`config.mk`:
```
export PLATFORM = sky130hd
export DESIGN_NAME = dpf_queue
export DESIGN_NICKNAME = d
export VERILOG_FILES = /design/src/hdl/assert_macros.svh /design/src/hdl/dpf_pkg.sv /design/src/hdl/dpf_queue.sv
export SDC_FILE = /design/constraint.sdc
export NUM_CORES = 1
export LEC_CHECK = 0
export BUFFER_PORTS_ARGS = -buffer_cell sky130_fd_sc_hd__clkbuf_2
export CORE_MARGIN = 4
export CORE_UTILIZATION = 45
export DETAILED_ROUTE_END_ITERATION = 16
export GPL_TIMING_DRIVEN = 0
export PLACE_DENSITY = 0.8
export RECOVER_POWER = 25
export SETUP_SLACK_MARGIN = 0.4
export SYNTH_ARGS = -nofsm -noshare
export SYNTH_HDL_FRONTEND = slang
export SYNTH_SLANG_ARGS = --single-unit
export TNS_END_PERCENT = 50
```
`constraint.sdc`:
```
create_clock -name clk_i -period 4.78 [get_ports clk_i]
set_clock_uncertainty 0.1 [all_clocks]
set_input_delay 0.956 -clock clk_i [delete_from_list [all_inputs] [get_ports clk_i]]
set_output_delay 0.956 -clock clk_i [all_outputs]
set_load 0.01 [all_outputs]
```
`src/hdl/assert_macros.svh`:
```
// Assertion helpers used by the RTL.
`ifndef ASSERT_MACROS_SVH
`define ASSERT_MACROS_SVH

// Same-cycle implication.
`define ASSERT_IMPL(lbl, clk, rstn, ante, cons) \
  lbl: assert property (@(posedge clk) disable iff (!rstn) (ante) |-> (cons)) \
    else $error("assertion failed");

// Next-cycle implication.
`define ASSERT_NEXT(lbl, clk, rstn, ante, cons) \
  lbl: assert property (@(posedge clk) disable iff (!rstn) (ante) |=> (cons)) \
    else $error("assertion failed");

`endif

```
`src/hdl/dpf_pkg.sv`:
```
// ----------------------------------------------------------------------------
// dpf_pkg
// Types and constants of the delegation packet duplicate filter.
// ----------------------------------------------------------------------------
`default_nettype none

package dpf_pkg;

  localparam int HISTORY_ENTRIES  = 32;
  localparam int MAX_PACKET_BYTES = 64;

  localparam int LEN_W      = 8;
  localparam int SEQ_W      = 27;
  localparam int CNT_MAX_W  = 9;
  localparam int DELEG_LEN  = 11;
  localparam int DATA_LEN   = 5;
  localparam int SEQ_DIGITS = 8;
  localparam int KEY_LEN    = DELEG_LEN + SEQ_DIGITS;

  localparam logic [7:0] DELEG_PREFIX [DELEG_LEN] = '{
    8'h44, 8'h45, 8'h4C, 8'h45, 8'h47, 8'h41, 8'h54, 8'h49, 8'h4F, 8'h4E, 8'h3A
  };
  localparam logic [7:0] DATA_PREFIX [DATA_LEN] = '{
    8'h44, 8'h41, 8'h54, 8'h41, 8'h3A
  };
  localparam logic [7:0] CHAR_ZERO = 8'h30;
  localparam logic [7:0] CHAR_NINE = 8'h39;

  typedef enum logic [2:0] {
    K_DELEG,
    K_DATA,
    K_SHORT,
    K_UNKNOWN,
    K_LONG
  } kind_e;

  typedef enum logic [2:0] {
    V_NEW_DELEG = 3'd0,
    V_DUP_DELEG = 3'd1,
    V_SENT      = 3'd2,
    V_DUP_DATA  = 3'd3,
    V_SHORT     = 3'd4,
    V_UNKNOWN   = 3'd5,
    V_LONG      = 3'd6
  } verdict_e;

  typedef struct packed {
    kind_e                      kind;
    logic [LEN_W-1:0]           len;
    logic [SEQ_W-1:0]           seq;
    logic [3:0]                 ndig;
    logic [SEQ_DIGITS-1:0][3:0] dig;
  } desc_t;

  typedef struct packed {
    logic                 idle;
    logic [CNT_MAX_W-1:0] count;
  } bk_status_t;

endpackage

`default_nettype wire

```
`src/hdl/dpf_queue.sv`:
```
// ----------------------------------------------------------------------------
// dpf_queue
// Two-entry job queue between the front and the back.
// ----------------------------------------------------------------------------
`default_nettype none

module dpf_queue (
  input  wire logic            clk_i,
  input  wire logic            rst_ni,
  input  wire logic            push_i,
  input  wire dpf_pkg::desc_t  data_i,
  input  wire logic            pop_i,
  output dpf_pkg::desc_t       data_o,
  output logic                 empty_o,
  output logic                 full_o
);

  dpf_pkg::desc_t ent_q [2];
  logic           wp_q, rp_q;
  logic [1:0]     cnt_q;

  assign empty_o = cnt_q == 2'd0;
  assign full_o  = cnt_q == 2'd2;
  assign data_o  = ent_q[rp_q];

  always_ff @(posedge clk_i) begin
    if (push_i) begin
      ent_q[wp_q] <= data_i;
    end
  end

  always_ff @(posedge clk_i or negedge rst_ni) begin
    if (!rst_ni) begin
      wp_q  <= 1'b0;
      rp_q  <= 1'b0;
      cnt_q <= '0;
    end else begin
      if (push_i) begin
        wp_q <= ~wp_q;
      end
      if (pop_i) begin
        rp_q <= ~rp_q;
      end
      cnt_q <= cnt_q + 2'(push_i) - 2'(pop_i);
    end
  end

endmodule

`default_nettype wire

```
Word level (Yosys, flattened, before mapping). Memory sizes are Yosys's and may differ from the RTL's. Cells that the tools add are included.

Register bits after elaboration: 4. Bits in writable memories: 148. Input bits: 78. Output and inout port bits: 76. Logic and storage cells: 12. Memories: 1.

Add/sub/neg operators: 2. Equal/unequal tests: 1. Mux-type cells: 2. Bitwise operators: 2. Reduce and logical (&&, ||, !) cells: 1.

Memory list: ent_q (words 2, width 74, rd ports 1, clocked after Yosys merged registers in 0, write ports 1, line dpf_queue.sv:18) `dpf_pkg::desc_t ent_q [2];`.

Operators by type and width (count): adder 2 x 1 -> 2 bit (1); equality test 2 bit (second input constant) (1); zero test 2 bit (1); two-way mux 1 bit (2); NOT 1 bit (2); subtractor 2 x 1 -> 2 bit (1).

Logic depth before layout (Yosys ltp).
Depth after elaboration: 2. Gate-level depth with buffers: 5. Mapped depth without buffers: 5.

Least setup slack after synthesis. Ideal clock, no wire load.

Kind: in2reg. From: input port push_i. To: memory ent_q[0][0] (netlist bit) (enable). Data arrival time: 4198 ps. Required time: 4164 ps. Slack: -33 ps. Stages: 1. Buffers on the path: 0. Cells stage by stage: nor2b_1.

Longest elaborated chain between the ends: 2.

Ends and longest elaborated chain: start: declaration (line dpf_queue.sv:10) `input wire logic push_i,`; two-way mux 1 bit (line dpf_queue.sv:27) `if (push_i) begin`; two-way mux 1 bit (not written as such) (line dpf_queue.sv:28) `ent_q[wp_q] <= data_i;`; end: declaration (line dpf_queue.sv:18).

No other way between the ends.

==> results.sh <==
export IMPL_core_area_sq_um=12300
export IMPL_htree_num_levels=4
export IMPL_combPwrFrac_pct=30.2
export IMPL_worst_setup_path_type="register to output pin"
export IMPL_status="completed"
export IMPL_cts_setup_buffers=0
export IMPL_grt_usage_pct=14.1
export IMPL_slowest_stage="dfrtp_1"
export IMPL_rsz0062_at_grt="no"
export IMPL_wl_per_cell_microns=16.6
export IMPL_place_congestion=0.677
export IMPL_nets=500
export IMPL_overflow=0
export IMPL_synth_common_cells="148 x edfxtp_1, 50 x mux2_4, 24 x mux2_2"
export IMPL_layout_drive_gt1_share_pct=55.0
export IMPL_cp_top_family="buffers and inverters"
export IMPL_crit_top_cell="buf_6"
export IMPL_holdWs_ns=0.265
export IMPL_clock_latency_ns=0.41
export IMPL_timing_rr_end="ent_q[0][53]"
export IMPL_io_buffers=153
export IMPL_netlist_area_sq_um=5740
export IMPL_multi_input_area_sq_um=1120
export IMPL_synthTopCellsByArea="edfxtp_1 77%, mux2_4 13%, mux2_2 4.7%"
export IMPL_dr_pass1_iters=4
export IMPL_endpoint_kind="output pin"
export IMPL_swShare_pct=27.0
export IMPL_antenna_found_initial=0
export IMPL_hpwl_microns=6950
export IMPL_fmax_mhz=372
export IMPL_crit_fanout=10
export IMPL_power_leakage_nw=2.91
export IMPL_synth_seq_cells=152
export IMPL_grt_pass1_vias=3072
export IMPL_timing_rr_start="wp_q"
export IMPL_chipWidth_microns=121
export IMPL_rows=40
export IMPL_tightest_slew_ns=0.837
export IMPL_synth_nets=325
export IMPL_yosys_area_top_type_share_pct=77.4
export IMPL_ys_types=13
export IMPL_cp_arrival_ns=1.63
export IMPL_min_period_ns=2.69
export IMPL_avgSynthCellArea_sq_um=23.4
export IMPL_crit_end="data_o[21]"
export IMPL_drt_iter0_drc=134
export IMPL_synth_warnings=0
export IMPL_cts_buffers=17
export IMPL_cts_resized=0
export IMPL_die_area_sq_um=14600
export IMPL_tns_ns=0
export IMPL_pwr_share_clk_pct=29.4
export IMPL_worst_path_buf_inv=3
export IMPL_vdd_drop_max_v=0.000311
export IMPL_post_route_period_util_pct=56.2
export IMPL_grt_pass1_wl_microns=15400
export IMPL_ys_flop_type="edfxtp_1"
export IMPL_critPathMaxStageDelay_ns=0.37
export IMPL_slew_headroom_pct=44.1
export IMPL_start_kind="register"
export IMPL_synthCells=245
export IMPL_final_hold_viol_count=0
export IMPL_finalSetupViolations=0
export IMPL_path_cells="buf_6, buf_6, mux2_4, clkbuf_2"
export IMPL_initial_core_util_pct=46.8
export IMPL_p_int_mw=3.32
export IMPL_area_sequential_sq_um=4540
export IMPL_drc=0
export IMPL_nFillCells=899
export IMPL_maxCapViolCount=0
export IMPL_ant_nets=0
export IMPL_synth_edf_count=148
export IMPL_worstSetupPathDepth=4
export IMPL_r2r_cells=2
export IMPL_clockBufferDepth=2
export IMPL_seq_power_share_pct=40.4
export IMPL_power_switching_mw=1.23
export IMPL_cts_sinks=152
export IMPL_drv_slew=0
export IMPL_totalWireLength_microns=9960
export IMPL_synth_async_reset_ratio_pct=2.63
export IMPL_synth_top_area_cell="edfxtp_1"
export IMPL_layout_area_overhead_vs_synth_pct=28.4
export IMPL_cts_tree="built"
export IMPL_setup_worst_path_start="rp_q"
export IMPL_holdBufCountCts=0
export IMPL_vias_per_cell=4.78
export IMPL_critical_path_required_ns=3.72
export IMPL_top_level_ports=154
export IMPL_cts_root_buf="clkbuf_16"
export IMPL_vias=2873
export IMPL_yosysMostFrequentCell="edfxtp_1"
export IMPL_clk_pin_slew_ns=0.06
export IMPL_power_density_nw_per_um2=617
export IMPL_yosysSeqAreaShare_pct=79.2
export IMPL_grt_start_max_net_pins=45
export IMPL_diodes=0
export IMPL_reg2reg_slack_ns=2.95
export IMPL_die_y_microns=121
export IMPL_hp_class="primary input to async pin"
## how the worst min path moves through the flow
stage | startpoint | endpoint | slack (ns) | depth (start not counted)
2_1_floorplan | wp_q | wp_q | 0.37 | 1
3_3_place_gp | wp_q | wp_q | 0.39 | 1
3_5_place_dp | wp_q | wp_q | 0.44 | 1
4_1_cts | rst_ni | cnt_q[1] | 0.21 | 1
5_1_grt | rst_ni | cnt_q[1] | 0.25 | 1
6_report | rst_ni | cnt_q[1] | 0.27 | 1
## per-layer routing
metal	wire length, microns	vias up	GRT usage (%)
met5	0	-	0
met4	197	0	7.08
met3	775	18	4.90
met2	5180	124	24.0
met1	3810	1402	15.8
li1	-	1329	-
## sequential cells by signal, summed over array words and instances, names as in the netlist
signal and flops:
cnt_q 2, ent_q 148, wp_q 1, rp_q 1
## metrics by stage
stage / cell area, sq um / setup WS, ns / utilization, % / cells / total power [mW]
CTS: 7410 / 2.04 / 60.4 / 601 / 4.62
floorplan: 5740 / 1.35 / - / 245 / 2.78
finish: 7370 / 2.09 / 60.1 / 601 / 4.55
global placement: 6720 / 0.242 / 54.8 / 566 / 3.22
detailed placement: 6800 / 2.21 / 55.5 / 569 / 3.28
global route: 7370 / 2.00 / 60.1 / 601 / 4.77
## kinds of logic (layout without fill, tap and decap cells)
kind of cell / count (synthesis) / in the layout / synth area share, %
XOR/XNOR: 3 / 3 / 0.719
adder cells (fa/ha/maj): 2 / 2 / 0.436
buffers and inverters: 10 / 198 / 1.48
flip-flops: 152 / 152 / 79.2
multiplexers: 74 / 74 / 17.8
AND/OR/NAND/NOR: 4 / 4 / 0.392
## power groups by stage
stage	clock (mW)	sequential, mW	combinational [mW]
floorplan	0	1.86	0.917
global placement	0	1.88	1.34
detailed placement	0	1.87	1.41
CTS	1.37	1.84	1.41
global route	1.44	1.86	1.47
finish	1.34	1.84	1.37
## cell usage in the layout (no fill, tap or decap)
cell / n
and2_4: 1
buf_12: 1
buf_16: 2
buf_2: 2
buf_6: 6
bufinv_16: 3
clkbuf_1: 33
clkbuf_16: 17
clkbuf_2: 122
clkbuf_8: 2
clkinv_1: 1
clkinv_2: 1
clkinv_4: 1
clkinvlp_4: 4
dfrtp_1: 4
edfxtp_1: 148
ha_1: 2
inv_1: 2
inv_6: 1
mux2_2: 24
mux2_4: 50
nor2_1: 1
nor2b_1: 1
nor2b_4: 1
xor2_1: 2
xor3_1: 1
## area by class of cell
cell class | count | area share (%)
Buffer | 8 | 1.05
Clock buffer | 21 | 6.25
Clock inverter | 11 | 1.99
Inverter | 2 | 0.102
Multi-Input combinational cell | 83 | 15.2
Sequential cell | 152 | 61.7
Tap cell | 168 | 2.85
Timing Repair Buffer | 156 | 10.9
(Power assumes the default switching activity.)
