$ cat src/hdl/assert_macros.svh
// Assertion helpers used by the RTL.
`ifndef ASSERT_MACROS_SVH
`define ASSERT_MACROS_SVH

// Same-cycle implication.
`define ASSERT_IMPL(lbl, clk, rstn, ante, cons) \
  lbl: assert property (@(posedge clk) disable iff (!rstn) (ante) |-> (cons)) \
    else $error("assertion failed");

// Next-cycle implication.
`define ASSERT_NEXT(lbl, clk, rstn, ante, cons) \
  lbl: assert property (@(posedge clk) disable iff (!rstn) (ante) |=> (cons)) \
    else $error("assertion failed");

`endif

$ cat src/hdl/dpf_ram.sv
// ----------------------------------------------------------------------------
// dpf_ram
// Simple dual-port RAM, one write and one registered read per cycle.
// ----------------------------------------------------------------------------
`default_nettype none

module dpf_ram #(
  parameter int WIDTH = 8,
  parameter int DEPTH = 16,
  localparam int AW   = (DEPTH > 1) ? $clog2(DEPTH) : 1
) (
  input  wire logic             clk_i,
  input  wire logic             we_i,
  input  wire logic [AW-1:0]    waddr_i,
  input  wire logic [WIDTH-1:0] wdata_i,
  input  wire logic [AW-1:0]    raddr_i,
  output logic      [WIDTH-1:0] rdata_o
);

  logic [WIDTH-1:0] mem_q [DEPTH];

  always_ff @(posedge clk_i) begin
    if (we_i) begin
      mem_q[waddr_i] <= wdata_i;
    end
    rdata_o <= mem_q[raddr_i];
  end

endmodule

`default_nettype wire

$ cat config.mk
export PLATFORM = sky130hd
export DESIGN_NAME = dpf_ram
export DESIGN_NICKNAME = d
export VERILOG_FILES = /design/src/hdl/assert_macros.svh /design/src/hdl/dpf_ram.sv
export SDC_FILE = /design/constraint.sdc
export NUM_CORES = 1
export LEC_CHECK = 0
export BUFFER_PORTS_ARGS = -buffer_cell sky130_fd_sc_hd__buf_2
export CAP_MARGIN = 40
export CORE_MARGIN = 5
export CORE_UTILIZATION = 50
export DETAILED_ROUTE_END_ITERATION = 8
export MAX_ROUTING_LAYER = met4
export PLACE_DENSITY = 0.67
export SYNTH_ARGS = -nofsm -noshare
export SYNTH_HDL_FRONTEND = slang
export SYNTH_SLANG_ARGS = --single-unit
$ cat constraint.sdc
create_clock -name clk_i -period 4.3 [get_ports clk_i]
set_input_delay 0.215 -clock clk_i [delete_from_list [all_inputs] [get_ports clk_i]]
set_output_delay 0.215 -clock clk_i [all_outputs]
set_load 0.02 [all_outputs]
### Yosys cells after proc, flatten, opt, wreduce, memory -nomap -nowiden

Memories as Yosys holds them, arrays and structs flattened. A register that Yosys moved wholly into a read port is not among the register bits.
Cells that the tools add are included.

* muxes and demuxes: 2

Operator list (count)
* two-way mux 1 bit: 2

* bits in writable memories: 128
* memories: 1
* input bits: 18
* register bits after elaboration: 0
* output and inout bits: 8
* word-level logic and storage cells: 3

Memories
* mem_q: depth 16, width 8, read ports 1, clocked after Yosys merged registers in 1, wr ports 1, RTL line dpf_ram.sv:20 `logic [WIDTH-1:0] mem_q [DEPTH];`

### Longest topological paths before layout

Gate-level depths: netlist (run 1).

* word-level depth: 2
* gate-level depth with buffers: 5
* mapped depth without buffers: 3

### Least setup slack after synthesis (run 1)

Ideal clock, no wire load.

* kind: input-to-reg
* start point: input waddr_i[2]
* end point: memory mem_q[0][0], enable pin
* arrival time: 1.325 ns
* setup slack: 2.592 ns
* required time: 3.917 ns
* path buffers: 0
* cell stages on the path: 2
* library setup time: 0.383 ns
* cells stage by stage: or3b_2 > nor3_1

RTL lines
* start, declared: RTL line dpf_ram.sv:14 `input wire logic [AW-1:0] waddr_i,`
* end, declared: RTL line dpf_ram.sv:20

No word-level cell before the write port.

==> results of run 1 <==
[logic make-up after synthesis]
kind of cell           after synthesis  share of synthesized area [%]
flip-flops                         136                          77.78
multiplexers                        32                          15.02
AO/OA/AOI/OAI                       16                          2.334
buffers and inverters               10                          1.677
AND/OR/NAND/NOR                     35                          3.184
[stage by stage]
stage	power (uW)	hold slack, ns	std cells
4_1_cts	3145	0.05802	423
3_3_place_gp	1655	0.6016	383
5_1_grt	3222	0.07094	423
3_5_place_dp	1662	0.6144	391
2_1_floorplan	1602	0.3139	229
6_report	3125	0.07986	423
[sequential cells by signal, summed over array words and instances (netlist names)]
register and count:
mem_q 128, rdata_o 8
[critical path, delay by kind of cell]
kind	cells	cell delay (ns)
AOI/OAI and AO/OA	1	0.28
buffers and inverters	2	0.60
muxes	1	0.58
and+or+nand+nor	1	0.12
[cell type report]
type / instances / area share (%)
repair buffers: 36 / 3.596
clock inverters: 12 / 2.976
well taps: 136 / 2.810
clock buffers: 20 / 7.026
multi-input cells: 83 / 17.46
flip-flops and latches: 136 / 66.13
[power groups by stage]
stage | clock (uW) | combinational [uW] | sequential (uW)
3_5_place_dp | 0 | 144 | 1520
6_report | 1490 | 142 | 1490
2_1_floorplan | 0 | 75.2 | 1530
3_3_place_gp | 0 | 136 | 1520
5_1_grt | 1580 | 153 | 1490
4_1_cts | 1510 | 144 | 1490
[synthesized netlist by cell type]
library cell | n | share of area [%]
buf_6 | 3 | 0.66
nand2b_1 | 2 | 0.24
nand2_1 | 9 | 0.66
nor2_1 | 13 | 0.95
and2b_1 | 1 | 0.15
nand3_1 | 1 | 0.097
or3b_2 | 1 | 0.17
mux4_1 | 14 | 7.1
edfxtp_1 | 128 | 75
nor3_1 | 4 | 0.39
buf_2 | 3 | 0.29
nor2b_1 | 1 | 0.12
and2_1 | 1 | 0.12
a22oi_1 | 16 | 2.3
mux4_2 | 18 | 7.9
dfxtp_1 | 8 | 3.1
buf_4 | 1 | 0.15
clkdlybuf4s25_2 | 3 | 0.58
nand3b_1 | 2 | 0.29
[path summary, 6_finish.rpt]
| kind | from | endpoint |
|---|---|---|
| worst min register to register | mem_q[11][2]$_DFFE_PP_ | rdata_o[2]$_DFF_P_ |
| worst max register to register | mem_q[9][4]$_DFFE_PP_ | rdata_o[4]$_DFF_P_ |
| worst min-delay path | wdata_i[5] | mem_q[6][5]$_DFFE_PP_ |
| worst max-delay path | raddr_i[0] | rdata_o[0]$_DFF_P_ |
[routing by layer]
layer / routed length [um] / global-route usage (%) / part of all wire, %
met1: 4163 / 23.94 / 43
met2: 4617 / 24.97 / 48
met3: 758 / 4.402 / 7.8
met4: 130 / 6.813 / 1.3
met5: 0 / - / 0
==> impl_metrics.tcl, run 1 <==
set metrics [dict create \
    rsz0062_at_grt "false" \
    detail-route-antenna-nets 0 \
    cts_tree "done" \
    area_delta_synth_final_pct 17.62 \
    io_buffers 25 \
    clkPwrFrac_pct 47.8 \
    ys_types 19 \
    coreArea_um2 10180 \
    cts_sinks 136 \
    start_kind "input pin" \
    cp.arrival_ns 1.81 \
    synth-seq-area-share_pct 77.78 \
    cts_buffer_depth 2 \
    first_pass_iters 4 \
    regArea_um2 4004 \
    drc 0 \
    via_per_inst 5.735 \
    multi_input_area_um2 1057 \
    synthCells 229 \
    rr_worst_depth 3 \
    num_vias 2426 \
    endpoint_kind "flop" \
    synth_seq_cells 136 \
    cts-root-buf "clkbuf_8" \
    die_area_um2 12420 \
    tightestPinTransition_ns 0.9030 \
    diodes 0 \
    grt_max_degree 33 \
    drive_gt1_share_pct 27.87 \
    grt_usage_pct 17.30 \
    critical_path_class "in -> reg" \
    final.min_clock_period_ns 1.417 \
    grt_pass1_vias 2432 \
    hold_depth 1 \
    cp_max_fo 22 \
    reg2reg_slack_ns 2.91 \
    slew_headroom_pct 39.57 \
    pin_count 26 \
    fin_skew_ns 0.005104 \
    p_per_area_nw_per_um2 516.1 \
    mostFrequentLayoutCells "edfxtp_1 (128), buf_2 (26), mux4_2 (18)" \
    power_frac_comb_pct 4.5 \
    gp_congestion 0.7532 \
    fp-row-count 37 \
    seqPwrFrac_pct 47.7 \
    hold_path_class "in -> reg" \
    layout_commonest_cell "edfxtp_1" \
    die_width_um 111.5 \
    fin_crit_sh_pct 32.96 \
    start_util_pct 50.54 \
    final_nets 292 \
    status "complete, no violations" \
    crit_required_ns 4.69 \
    cp_cell_sequence "buf_2, buf_12, mux4_1, a22oi_1, nand2_1" \
    syn-mean-instance-area_um2 22.48 \
    cap_violations 0 \
    synth_warnings 0 \
    fillers 743 \
    max_freq_ghz 0.7056 \
    overflow 0 \
    cts_resized 0 \
    postCtsSetupBuffers 0 \
    cts_hold_buf 0 \
    finalSetupTns_ns 0 \
    switchingPower_uw 597.9 \
    cts-htree-levels 4 \
    swShare_pct 19.13 \
    vdd_drop_max_mv 0.3079 \
    detail_route.wl_per_cell_um 22.86 \
    insertion_delay_ns 0.52 \
    cts.clk_slew.worst_paths_ns 0.06 \
    cpPeakStageDelay_ns 0.58 \
    pre_cts_ws_ns 2.347 \
    p_int_uw 2527 \
    syn-num-nets 247 \
    stdcell_area_um2 6055 \
    setup_ws_ns 2.883 \
    antenna_found_initial 0 \
    drt_iter0_markers 127 \
    hold_viol 0 \
    totalWireLength_mm 9.670 \
    final_util_pct 59.45 \
    leakage_uw 0.002054 \
    dpl_cell_area_um2 5449 \
    critPathSlowestCell "mux4_1" \
    netlist_area_um2 5147 \
    setup_viol 0 \
    report.final.slew_viol_count 0 \
    die_h_um 111.5 \
    dp_hpwl_mm 6.159 \
    cts_buffers 17 \
    grt_pass1_wl_mm 14.86 \
]
Power figures use the tool's default switching activity.
==> run 2, diff against run 1 <==
PLACE_DENSITY = 0.7   (was 0.67)
clock period = 1.3 ns   (was 4.3 ns; I/O delays follow)
==> impl_metrics.tcl, run 2 (synthesis gave the netlist of run 1 again) <==
set metrics [dict create \
    cp-startpoint "mem_q[0][2]$_DFFE_PP_" \
    rsz0062_at_grt "true" \
    layout_commonest_cell "edfxtp_1" \
    routed-wl-met2_mm 4.880 \
    drt_iter0_markers 202 \
    grt_max_degree 20 \
    clkPwrFrac_pct 47.4 \
    switchingPower_uw 2031 \
    swShare_pct 19.54 \
    cp.arrival_ns 1.67 \
    reg2reg_to "rdata_o[2]$_DFF_P_" \
    final.min_clock_period_ns 1.282 \
    die_width_um 111.5 \
    dr.max_layer_used "met4" \
    grt_pass1_wl_mm 15.20 \
    via_per_inst 5.557 \
    mostFrequentLayoutCells "edfxtp_1 (128), mux4_2 (25), buf_2 (25)" \
    p_total_uw 10390 \
    max_freq_ghz 0.7799 \
    crit_required_ns 1.69 \
    insertion_delay_ns 0.50 \
    largest_register_ffs 128 \
    diodes 0 \
    antenna_found_initial 0 \
    setup_ws_ns 0.01779 \
    reg2reg_slack_ns 0.02 \
    final_cells 447 \
    cap_violations 0 \
    critical_path_class "reg -> reg" \
    largest_register "mem_q" \
    die_h_um 111.5 \
    detail-route-antenna-nets 0 \
    start_util_pct 50.54 \
    first_pass_iters 5 \
    endpoint_kind "flop" \
    overflow 0 \
    cp_max_fo 1 \
    rr_worst_depth 3 \
    hold_viol 0 \
    vdd_drop_max_mv 0.7151 \
    slew_headroom_pct 43.97 \
    num_vias 2484 \
    dp_hpwl_mm 6.102 \
    dr_wl_met3_um 464 \
    placed_cells 407 \
    p_int_uw 8363 \
    pin_count 26 \
    report.final.slew_viol_count 0 \
    reg2reg_from "mem_q[0][2]$_DFFE_PP_" \
    detail_route.wl_per_cell_um 21.61 \
    leakage_uw 0.002149 \
    area_delta_synth_final_pct 22.65 \
    final_nets 316 \
    fin_crit_sh_pct 98.63 \
    cts-htree-levels 4 \
    cts_sinks 136 \
    reg_top3 "mem_q: 128 flops, rdata_o: 8 flops" \
    cts_buffer_depth 2 \
    hold_path_class "in -> reg" \
    gp_congestion 0.7323 \
    drive_gt1_share_pct 36.33 \
    totalWireLength_mm 9.661 \
    seqPwrFrac_pct 47.4 \
    fin_skew_ns 0.006674 \
    fillers 720 \
    cts_tree "done" \
    met1_length_mm 4.193 \
    fp-row-count 37 \
    tightestPinTransition_ns 0.8388 \
    start_kind "flop" \
    final_util_pct 61.99 \
    io_buffers 25 \
    p_per_area_nw_per_um2 1646 \
    status "complete, no violations" \
    die_area_um2 12420 \
    cts-root-buf "clkbuf_8" \
    cts.clk_slew.worst_paths_ns 0.06 \
    endpoint "rdata_o[2]$_DFF_P_" \
    grt_pass1_vias 2613 \
    cts_buffers 17 \
    grt_usage_pct 17.37 \
    coreArea_um2 10180 \
    setup_viol 0 \
    drc 0 \
    power_frac_comb_pct 5.2 \
    pre_cts_ws_ns -0.1849 \
]
==> run 2: cell type report <==
class,count,area (um^2),share of cell area (%)
sequential,136,4004,63.42
timing repair buffer,60,457.9,7.253
clock buffer,21,449.2,7.115
clock inverter,11,171.4,2.715
multi-input combinational,83,1061,16.81
tap,136,170.2,2.695
==> run 2: layer usage <==
metal	track usage, %	vias to the layer above
met3	4.674	9
met5	-	-
met2	27.06	81
li1	-	1104
met1	22.28	1290
met4	6.164	0
==> run 2: power groups by stage <==
| stage | Clock, uW | Combinational [uW] | Sequential [uW] |
|---|---|---|---|
| 2_1_floorplan | 0 | 249 | 5050 |
| 3_3_place_gp | 0 | 496 | 5020 |
| 3_5_place_dp | 0 | 508 | 5020 |
| 4_1_cts | 5000 | 541 | 4930 |
| 5_1_grt | 5230 | 583 | 4940 |
| 6_report | 4920 | 538 | 4930 |
==> run 2: worst min path at each step <==
stage	depth (start not counted)	slack, ns	start	to
after floorplan	0	0.16	wdata_i[0]	mem_q[0][0]$_DFFE_PP_
after global placement	1	0.45	wdata_i[5]	mem_q[6][5]$_DFFE_PP_
after detailed placement	1	0.46	wdata_i[3]	mem_q[10][3]$_DFFE_PP_
after CTS	3	0.10	waddr_i[1]	mem_q[0][4]$_DFFE_PP_
after global routing	3	0.13	waddr_i[1]	mem_q[0][4]$_DFFE_PP_
final	4	0.14	raddr_i[0]	rdata_o[3]$_DFF_P_
==> run 2: timing repair <==
item,4_1_cts,5_1_grt
pin swaps,3,3
setup buffers,0,0
endpoints found under the setup margin,5,7
hold endpoints to repair,128,0
cloned,0,0
resized for setup,6,6
hold buffers,8,0
==> run 2: metrics by stage <==
| stage | hold WS, ns | TNS, ns | area (um^2) |
|---|---|---|---|
| after floorplan | 0.1639 | -0.8630 | 5152 |
| after global placement | 0.4490 | -1.209 | 5614 |
| after detailed placement | 0.4615 | -1.643 | 5614 |
| after CTS | 0.1007 | 0 | 6327 |
| after global routing | 0.1271 | -0.1222 | 6314 |
| final | 0.1354 | 0 | 6314 |
==> run 2: worst max-delay path, cell delays in order (launching register included) <==
cell      delay, ns
edfxtp_1       0.36
mux4_1         0.50
a22oi_1        0.23
nand2_1        0.08
