$ cat src/hdl/assert_macros.svh
// Assertion helpers used by the RTL.
`ifndef ASSERT_MACROS_SVH
`define ASSERT_MACROS_SVH

// Same-cycle implication.
`define ASSERT_IMPL(lbl, clk, rstn, ante, cons) \
  lbl: assert property (@(posedge clk) disable iff (!rstn) (ante) |-> (cons)) \
    else $error("assertion failed");

// Next-cycle implication.
`define ASSERT_NEXT(lbl, clk, rstn, ante, cons) \
  lbl: assert property (@(posedge clk) disable iff (!rstn) (ante) |=> (cons)) \
    else $error("assertion failed");

`endif

$ cat src/hdl/dpf_pkg.sv
// ----------------------------------------------------------------------------
// dpf_pkg
// Types and constants of the delegation packet duplicate filter.
// ----------------------------------------------------------------------------
`default_nettype none

package dpf_pkg;

  localparam int HISTORY_ENTRIES  = 32;
  localparam int MAX_PACKET_BYTES = 64;

  localparam int LEN_W      = 8;
  localparam int SEQ_W      = 27;
  localparam int CNT_MAX_W  = 9;
  localparam int DELEG_LEN  = 11;
  localparam int DATA_LEN   = 5;
  localparam int SEQ_DIGITS = 8;
  localparam int KEY_LEN    = DELEG_LEN + SEQ_DIGITS;

  localparam logic [7:0] DELEG_PREFIX [DELEG_LEN] = '{
    8'h44, 8'h45, 8'h4C, 8'h45, 8'h47, 8'h41, 8'h54, 8'h49, 8'h4F, 8'h4E, 8'h3A
  };
  localparam logic [7:0] DATA_PREFIX [DATA_LEN] = '{
    8'h44, 8'h41, 8'h54, 8'h41, 8'h3A
  };
  localparam logic [7:0] CHAR_ZERO = 8'h30;
  localparam logic [7:0] CHAR_NINE = 8'h39;

  typedef enum logic [2:0] {
    K_DELEG,
    K_DATA,
    K_SHORT,
    K_UNKNOWN,
    K_LONG
  } kind_e;

  typedef enum logic [2:0] {
    V_NEW_DELEG = 3'd0,
    V_DUP_DELEG = 3'd1,
    V_SENT      = 3'd2,
    V_DUP_DATA  = 3'd3,
    V_SHORT     = 3'd4,
    V_UNKNOWN   = 3'd5,
    V_LONG      = 3'd6
  } verdict_e;

  typedef struct packed {
    kind_e                      kind;
    logic [LEN_W-1:0]           len;
    logic [SEQ_W-1:0]           seq;
    logic [3:0]                 ndig;
    logic [SEQ_DIGITS-1:0][3:0] dig;
  } desc_t;

  typedef struct packed {
    logic                 idle;
    logic [CNT_MAX_W-1:0] count;
  } bk_status_t;

endpackage

`default_nettype wire

$ cat src/hdl/dpf_if.sv
// ----------------------------------------------------------------------------
// dpf_in_if / dpf_out_if
// Valid/ready channels for packet bytes and verdicts.
// ----------------------------------------------------------------------------
`default_nettype none

interface dpf_in_if;
  logic       valid;
  logic       ready;
  logic [7:0] packet_byte;
  logic       end_of_packet;
  modport source (output valid, packet_byte, end_of_packet, input ready);
  modport sink   (input valid, packet_byte, end_of_packet, output ready);
endinterface


`default_nettype wire

$ cat src/hdl/dpf_front.sv
// ----------------------------------------------------------------------------
// dpf_front
// Receives packet bytes, packs them into buffer words and classifies the
// packet on the fly; the last byte issues one job descriptor.
// ----------------------------------------------------------------------------
`default_nettype none

module dpf_front #(
  parameter int MAX_PACKET_BYTES = dpf_pkg::MAX_PACKET_BYTES,
  localparam int BC_W = $clog2(MAX_PACKET_BYTES + 1),
  localparam int WPE  = (MAX_PACKET_BYTES + 7) / 8,
  localparam int WA_W = $clog2(WPE)
) (
  input  wire logic            clk_i,
  input  wire logic            rst_ni,
  dpf_in_if.sink               in_i,
  input  wire logic            allow_i,
  output logic                 push_o,
  output dpf_pkg::desc_t       desc_o,
  output logic                 pkt_we_o,
  output logic [WA_W-1:0]      pkt_waddr_o,
  output logic [63:0]          pkt_wdata_o
);

  logic [BC_W-1:0]              bc_q, bc_d;
  logic [dpf_pkg::LEN_W-1:0]    len_q, len_d;
  logic                         zs_q, zs_d;
  logic                         dl_q, dl_d;
  logic                         da_q, da_d;
  logic                         run_q, run_d;
  logic [3:0]                   ndig_q, ndig_d;
  logic [dpf_pkg::SEQ_W-1:0]    seq_q, seq_d;
  logic [7:0][3:0]              dig_q, dig_d;
  logic [7:0][7:0]              word_q, word_d, word_m;
  logic                         fire, in_range, too_long;
  logic [7:0]                   b;

  assign in_i.ready = allow_i;
  assign fire       = in_i.valid && allow_i;
  assign in_range   = bc_q < BC_W'(MAX_PACKET_BYTES);
  assign too_long   = bc_q >= BC_W'(MAX_PACKET_BYTES - 1);
  assign b          = zs_q ? 8'h00 : in_i.packet_byte;

  always_comb begin
    len_d  = len_q;
    zs_d   = zs_q;
    dl_d   = dl_q;
    da_d   = da_q;
    run_d  = run_q;
    ndig_d = ndig_q;
    seq_d  = seq_q;
    dig_d  = dig_q;
    word_m = word_q;
    bc_d   = bc_q;
    if (in_range) begin
      bc_d = bc_q + BC_W'(1);
      if (b != 8'h00) begin
        len_d = len_q + dpf_pkg::LEN_W'(1);
      end else begin
        zs_d = 1'b1;
      end
      if (bc_q < BC_W'(dpf_pkg::DELEG_LEN) && b != dpf_pkg::DELEG_PREFIX[bc_q[3:0]]) begin
        dl_d = 1'b0;
      end
      if (bc_q < BC_W'(dpf_pkg::DATA_LEN) && b != dpf_pkg::DATA_PREFIX[bc_q[2:0]]) begin
        da_d = 1'b0;
      end
      if (bc_q >= BC_W'(dpf_pkg::DATA_LEN) && bc_q < BC_W'(dpf_pkg::KEY_LEN - 6) && run_q) begin
        if (b >= dpf_pkg::CHAR_ZERO && b <= dpf_pkg::CHAR_NINE) begin
          dig_d[ndig_q[2:0]] = 4'(b - dpf_pkg::CHAR_ZERO);
          ndig_d = ndig_q + 4'd1;
          seq_d  = (seq_q << 3) + (seq_q << 1) + dpf_pkg::SEQ_W'(b - dpf_pkg::CHAR_ZERO);
        end else begin
          run_d = 1'b0;
        end
      end
      word_m[bc_q[2:0]] = b;
    end
    word_d = (bc_q[2:0] == 3'd7 || in_i.end_of_packet) ? '0 : word_m;
  end

  assign pkt_we_o    = fire && in_range;
  assign pkt_waddr_o = WA_W'(bc_q >> 3);
  assign pkt_wdata_o = word_m;
  assign push_o      = fire && in_i.end_of_packet;

  always_comb begin
    desc_o      = '0;
    desc_o.len  = len_d;
    desc_o.seq  = seq_d;
    desc_o.ndig = ndig_d;
    desc_o.dig  = dig_d;
    if (too_long) begin
      desc_o.kind = dpf_pkg::K_LONG;
    end else if (dl_d && len_d >= dpf_pkg::LEN_W'(dpf_pkg::DELEG_LEN)) begin
      desc_o.kind = dpf_pkg::K_DELEG;
    end else if (da_d && len_d >= dpf_pkg::LEN_W'(dpf_pkg::DATA_LEN)) begin
      if (len_d < dpf_pkg::LEN_W'(dpf_pkg::DATA_LEN + dpf_pkg::SEQ_DIGITS)) begin
        desc_o.kind = dpf_pkg::K_SHORT;
      end else begin
        desc_o.kind = dpf_pkg::K_DATA;
        desc_o.len  = dpf_pkg::LEN_W'(dpf_pkg::KEY_LEN);
      end
    end else begin
      desc_o.kind = dpf_pkg::K_UNKNOWN;
    end
  end

  always_ff @(posedge clk_i or negedge rst_ni) begin
    if (!rst_ni) begin
      bc_q   <= '0;
      len_q  <= '0;
      zs_q   <= 1'b0;
      dl_q   <= 1'b1;
      da_q   <= 1'b1;
      run_q  <= 1'b1;
      ndig_q <= '0;
      seq_q  <= '0;
      dig_q  <= '0;
      word_q <= '0;
    end else if (fire) begin
      word_q <= word_d;
      if (in_i.end_of_packet) begin
        bc_q   <= '0;
        len_q  <= '0;
        zs_q   <= 1'b0;
        dl_q   <= 1'b1;
        da_q   <= 1'b1;
        run_q  <= 1'b1;
        ndig_q <= '0;
        seq_q  <= '0;
        dig_q  <= '0;
      end else begin
        bc_q   <= bc_d;
        len_q  <= len_d;
        zs_q   <= zs_d;
        dl_q   <= dl_d;
        da_q   <= da_d;
        run_q  <= run_d;
        ndig_q <= ndig_d;
        seq_q  <= seq_d;
        dig_q  <= dig_d;
      end
    end
  end

endmodule

`default_nettype wire

$ cat src/flat_wrapper.sv
// flat-port wrapper written by rule: the top's interface ports become plain ports
module dpf_front_flat 
#(
  parameter int MAX_PACKET_BYTES = dpf_pkg::MAX_PACKET_BYTES,
  localparam int BC_W = $clog2(MAX_PACKET_BYTES + 1),
  localparam int WPE  = (MAX_PACKET_BYTES + 7) / 8,
  localparam int WA_W = $clog2(WPE)
)
  (clk_i, rst_ni, allow_i, push_o, desc_o, pkt_we_o, pkt_waddr_o, pkt_wdata_o, in_i_valid, in_i_packet_byte, in_i_end_of_packet, in_i_ready);
  dpf_in_if in_i_i ();
  input  wire logic clk_i;
  input  wire logic rst_ni;
  input  wire logic allow_i;
  output logic push_o;
  output dpf_pkg::desc_t desc_o;
  output logic pkt_we_o;
  output logic [WA_W-1:0] pkt_waddr_o;
  output logic [63:0] pkt_wdata_o;
  input wire logic [$bits(in_i_i.valid)-1:0] in_i_valid;
  input wire logic [$bits(in_i_i.packet_byte)-1:0] in_i_packet_byte;
  input wire logic [$bits(in_i_i.end_of_packet)-1:0] in_i_end_of_packet;
  output wire logic [$bits(in_i_i.ready)-1:0] in_i_ready;
  assign in_i_i.valid = in_i_valid;
  assign in_i_i.packet_byte = in_i_packet_byte;
  assign in_i_i.end_of_packet = in_i_end_of_packet;
  assign in_i_ready = in_i_i.ready;
  dpf_front #(.MAX_PACKET_BYTES(MAX_PACKET_BYTES)) u_core (.clk_i(clk_i), .rst_ni(rst_ni), .in_i(in_i_i), .allow_i(allow_i), .push_o(push_o), .desc_o(desc_o), .pkt_we_o(pkt_we_o), .pkt_waddr_o(pkt_waddr_o), .pkt_wdata_o(pkt_wdata_o));
endmodule
$ cat config.mk
export PLATFORM = sky130hd
export DESIGN_NAME = dpf_front_flat
export DESIGN_NICKNAME = d
export VERILOG_FILES = /design/src/hdl/assert_macros.svh /design/src/hdl/dpf_pkg.sv /design/src/hdl/dpf_if.sv /design/src/hdl/dpf_front.sv /design/src/flat_wrapper.sv
export SDC_FILE = /design/constraint.sdc
export NUM_CORES = 1
export LEC_CHECK = 0
export BUFFER_PORTS_ARGS = -buffer_cell sky130_fd_sc_hd__buf_2
export CORE_ASPECT_RATIO = 1.4
export CORE_MARGIN = 2
export CORE_UTILIZATION = 48
export CTS_BUF_LIST = sky130_fd_sc_hd__clkbuf_16
export CTS_CLUSTER_DIAMETER = 50
export DETAILED_ROUTE_END_ITERATION = 8
export GPL_ROUTABILITY_DRIVEN = 0
export HOLD_SLACK_MARGIN = 0.12
export PLACE_DENSITY = 0.8
export SETUP_SLACK_MARGIN = 0.02
export SYNTH_ARGS = -nofsm -noshare
export SYNTH_HDL_FRONTEND = slang
export SYNTH_SLANG_ARGS = --single-unit
$ cat constraint.sdc
create_clock -name clk_i -period 6.8 [get_ports clk_i]
set_input_delay 1.02 -clock clk_i [delete_from_list [all_inputs] [get_ports clk_i]]
set_output_delay 1.02 -clock clk_i [all_outputs]
set_load 0.005 [all_outputs]
Word-level counts from Yosys, hierarchy flattened
Memory sizes are Yosys's and may differ from the RTL's.
Cells that the tools add are included.
Storage, ports and cells
  flip-flop bits (word level): 146
  memory bits (read-only): 192
  input bits: 13
  output and inout bits: 144
  logic and storage cells: 127
  memories: 2
Operators by class
  $add $sub $neg: 7
  magnitude comparators: 17
  equality and inequality tests: 5
  multiplexer cells: 51
  bitwise gates (word level): 2
  reductions and logical operators: 19
Memory list
  (no name shown): words 16, bits a word 8, read ports 1, clocked after Yosys merged registers in 0, wr ports 0, line dpf_front.sv:62  | if (bc_q < BC_W'(dpf_pkg::DELEG_LEN) && b != dpf_pkg::DELEG_PREFIX[bc_q[3:0]]) begin
  (no name shown): words 8, bits a word 8, read ports 1, clocked after Yosys merged registers in 0, wr ports 0, line dpf_front.sv:65  | if (bc_q < BC_W'(dpf_pkg::DATA_LEN) && b != dpf_pkg::DATA_PREFIX[bc_q[2:0]]) begin
Operators by type and width (number)
  32-bit 2-to-1 mux: 4
  64-bit 2-to-1 mux: 2
  27-bit 2-to-1 mux: 4
  8-bit 2-to-1 mux: 13
  64-bit bitwise mux: 1
  27-bit adder: 2
  32-bit bitwise mux: 1
  8-bit demux with 3-bit select: 1
  4-bit 2-to-1 mux: 5
  8-bit inequality test: 2
  7-bit by 4-bit less-than comparator with 1-bit output (second input constant): 2
  7-bit 2-to-1 mux: 2
  1-bit 2-to-1 mux: 13
  4-bit demux with 3-bit select: 1
  1-bit logical AND: 12
  3-bit 2-to-1 mux: 3
  8-bit by 6-bit subtractor with 9-bit output (second input constant): 1
  8-bit by 1-bit adder with 8-bit output (second input constant): 1
  8-bit by 3-bit greater-or-equal comparator with 1-bit output (second input constant): 1
  8-bit by 4-bit greater-or-equal comparator with 1-bit output (second input constant): 1
  8-bit by 6-bit greater-or-equal comparator with 1-bit output (second input constant): 1
  8-bit by 6-bit <= comparator with 1-bit output (second input constant): 1
  3-bit by 4-bit less-than comparator with 1-bit output (second input constant): 2
  8-bit by 4-bit less-than comparator with 1-bit output (second input constant): 1
  other kinds (21): 24

Depth between registers and ports, before layout
  word-level depth: 12
  depth in mapped cells: 17
  gate-level depth less buffers: 14

Worst setup path before layout
Ideal clock, no wire load.
  kind: input -> output
  start: input in_i_packet_byte[5]
  end: output desc_o[61] (netlist name)
  arrival: 4383 ps
  required time: 5780 ps
  slack: 1397 ps
  cell stages on the path: 16
  buffers on the path: 4
  cell sequence: clkbuf_2 -> nand2_1 -> a21oi_1 -> buf_1 -> buf_2 -> xnor2_1 -> ha_1 -> ha_1 -> clkbuf_1 -> a21oi_1 -> o21ai_0 -> a221o_1 -> a41oi_1 -> o31a_1 -> xor2_1 -> o21ai_0
RTL lines
  start, declared: line flat_wrapper.sv:20  | input wire logic [$bits(in_i_i.packet_byte)-1:0] in_i_packet_byte;
  end, declared: line flat_wrapper.sv:15  | output dpf_pkg::desc_t desc_o;

==> impl_metrics.py <==
metrics = {
    "flow_run": {
        "max_cap_violations": 0,
    },
    "synth": {
        "synth_common_cells": "nand2_1 (237), o21ai_0 (185), dfrtp_1 (143), clkbuf_1 (80), a32o_1 (64)",
        "ys.flop_type": "dfrtp_1",
        "synth_top_area_share_pct": 35.2,
        "synth_top_cell_by_area": "dfrtp_1",
        "yosys-top-cells-area": "dfrtp_1 (35%), o21ai_0 (9.1%), nand2_1 (8.8%)",
        "synthesis.nets": 1284,
        "ys_seq_area_share_pct": 36.0,
        "ys_warn_count": 0,
        "synth_cells": 1213,
        "netlist_area_sq_mm": 0.0102,
        "ys_seq_elements": 146,
        "yosysUniqueCellTypes": 70,
        "synth_most_common_cell": "nand2_1",
        "synth.avg_cell_area_sq_um": 8.38,
        "synth_edf_count": 0,
        "async_flop_share_pct": 100,
    },
    "clock_tree": {
        "cts_max_level": 4,
        "cts_root_buf": "clkbuf_16",
        "path_clk_slew_ns": 0.06,
        "numCtsBuffers": 17,
        "tritoncts": "built",
        "ctsLongestPathBuffers": 2,
        "insertion_delay_ns": 0.43,
        "ctsHoldBuffers": 0,
        "cts_setup_buffers": 0,
        "cts.sinks": 146,
        "cts-resized-gates": 0,
    },
    "worst_setup_path": {
        "max_stage_delay_ns": 0.65,
        "cp-end-kind": "output port",
        "crit_fanout": 19,
        "r2r_cells": 13,
        "cp.arrival_ns": 4.70,
        "critPathKind": "register to output port",
        "critPathLaunchType": "register",
        "critPathSlowestCell": "dfrtp_1",
        "path_cells": "nand2b_1, inv_1, fa_1, inv_1, ha_1, and2b_1, o2111ai_1, a21boi_0, a31oi_1, o41ai_1, xor2_1, nand2_1, nand2_1, buf_2",
        "crit_required_ns": 5.78,
    },
    "placement": {
        "hpwlAfterDp_microns": 20000,
        "io_buffers": 156,
    },
    "global_routing": {
        "grt_pass1_wl_microns": 47600,
        "grt_remaining_overflow": 0,
        "antenna_found_initial": 0,
        "grt_pass1_vias": 9350,
        "grt_max_degree": 96,
        "track_usage_pct": 26.2,
    },
    "route": {
        "ant_nets": 0,
        "wl_per_cell_microns": 18.4,
        "firstDrtPassIters": 6,
        "drt_iter0_markers": 885,
        "via_per_inst": 6.13,
        "drc": 0,
        "wirelength_microns": 29000,
        "via_count": 9667,
    },
    "die": {
        "rows": 63,
        "die_area_sq_mm": 0.0224,
        "start_util_pct": 48.5,
        "core_area_sq_mm": 0.0210,
        "die_w_microns": 127,
        "io_pins": 157,
        "dieHeight_microns": 176,
    },
    "layout": {
        "antenna_cells": 0,
        "fin_nets": 1374,
        "areaGrowthSynthToFinish_pct": 14.0,
        "layout-drive-gt1-share_pct": 16.8,
        "finish.utilization_pct": 55.2,
    },
    "min_path": {
        "hold_path_depth": 2,
        "hp-class": "register to register",
    },
    "power_and_ir_drop": {
        "power_density_mw_per_mm2": 256,
        "p_leak_uw": 0.00563,
        "ir_drop_uv": 179,
    },
    "sta": {
        "maxSlewViolCount": 0,
        "tightestPinTransition_ns": 1.12,
        "hold_viol": 0,
        "fmax_ghz": 0.175,
        "setup_tns_ns": 0,
        "rsz0062_at_grt": "false",
        "fin_skew_ns": 0.0112,
        "fin_crit_sh_pct": 84.2,
        "period_needed_ns": 5.72,
        "relSlewSlack_pct": 25.4,
        "finalSetupViolations": 0,
    },
    "outcome": {
        "status": "completed",
    },
}
-- worst max-delay path, delay by kind of cell (launching register included) --
kind / cells / cell delay, ns
compound gates: 4 / 1.45
simple gates: 4 / 0.81
fa+ha+maj: 2 / 0.85
flops: 1 / 0.65
buf+inv: 3 / 0.27
xor+xnor: 1 / 0.23
-- registers in the layout, summed over array words and instances (netlist names) --
register,count
u_core.seq_q,27
u_core.da_q,1
u_core.dig_q,32
u_core.zs_q,1
u_core.run_q,1
u_core.ndig_q,4
u_core.len_q,8
u_core.word_q,64
u_core.bc_q,7
u_core.dl_q,1
-- where the power goes --
group	total, uW	switching [uW]	internal (uW)
Sequential	1020	79.1	939
Combinational	983	580	404
Clock	962	411	551
Total	2960	1070	1890
-- stage by stage --
step | power (uW) | cell area [sq um] | setup slack [ns] | hold slack (ns) | cells
global placement | 1970 | 11000 | 1.26 | 0.457 | 1544
finish | 2960 | 11600 | 1.08 | 0.465 | 1576
floorplan | 1710 | 10200 | 1.40 | 0.439 | 1213
detailed placement | 2000 | 11000 | 1.15 | 0.457 | 1544
global route | 3140 | 11600 | 0.780 | 0.497 | 1576
CTS | 2960 | 11600 | 1.09 | 0.468 | 1576
-- path summary, 6_finish.rpt --
path | start | to | slack [ns]
max in group asynchronous | rst_ni | u_core.seq_q[1] | 4.84
setup reg to reg | u_core.zs_q | u_core.seq_q[24] | 2.45
min in group asynchronous | rst_ni | u_core.dig_q[24] | 0.68
hold reg to reg | u_core.dl_q | u_core.dl_q | 0.47
hold / removal | u_core.dl_q | u_core.dl_q | 0.47
setup / recovery | u_core.zs_q | desc_o[60] | 1.08
-- final cells by class --
type / count / area (sq um)
clock buffer: 17 / 425
clock inverter: 15 / 171
fill: 1936 / 9390
inverter: 36 / 135
multi-input combinational: 935 / 6000
sequential: 146 / 3660
tap: 260 / 325
timing repair buffer: 167 / 870
-- layer usage --
metal | vias to the layer above | track usage (%) | routed length, microns
met4 | 0 | 11.0 | 912
met1 | 4700 | 33.1 | 11800
met5 | - | 0 | 0
li1 | 4549 | - | -
met3 | 72 | 5.00 | 2000
met2 | 346 | 44.0 | 14300
-- layout by cell type, fill, tap and decap left out, types with 4 or more instances in the layout --
| cell type | synthesis | routed |
|---|---|---|
| nand2_1 | 237 | 236 |
| o21ai_0 | 185 | 185 |
| buf_2 | 5 | 155 |
| dfrtp_1 | 143 | 143 |
| a32o_1 | 64 | 64 |
| ha_1 | 52 | 52 |
| nor2_1 | 46 | 45 |
| a21o_1 | 42 | 42 |
| xnor2_1 | 40 | 40 |
| inv_1 | 34 | 34 |
| a21oi_1 | 29 | 28 |
| a21boi_0 | 28 | 28 |
| xor2_1 | 20 | 20 |
| clkbuf_16 | 0 | 17 |
| nand3_1 | 16 | 16 |
| nand2b_1 | 14 | 14 |
| a31oi_1 | 13 | 13 |
| a22o_1 | 11 | 11 |
| buf_4 | 6 | 11 |
| nor3_1 | 9 | 9 |
| o221ai_1 | 9 | 9 |
| nand4_1 | 7 | 7 |
| and3_1 | 7 | 7 |
| a211oi_1 | 7 | 7 |
| nor2b_1 | 6 | 6 |
| fa_1 | 6 | 6 |
| o31ai_1 | 5 | 5 |
| o21ai_1 | 5 | 5 |
| o21a_1 | 4 | 4 |
| and2_1 | 4 | 4 |
| a31o_2 | 4 | 4 |
| o31a_1 | 4 | 4 |
| mux2i_1 | 4 | 4 |
| a21boi_1 | 4 | 4 |
| clkinv_4 | 0 | 4 |
| inv_6 | 0 | 4 |
-- cells by family after synthesis --
kind of cell	count (synthesis)	share of synthesized area (%)
flip-flops	146	36.0
adder cells (fa/ha/maj)	58	7.59
AND/OR/NAND/NOR	372	16.3
XOR/XNOR	60	5.17
multiplexers	5	0.505
buffers and inverters	132	5.18
AO/OA/AOI/OAI	440	29.3
(Power assumes the default switching activity.)
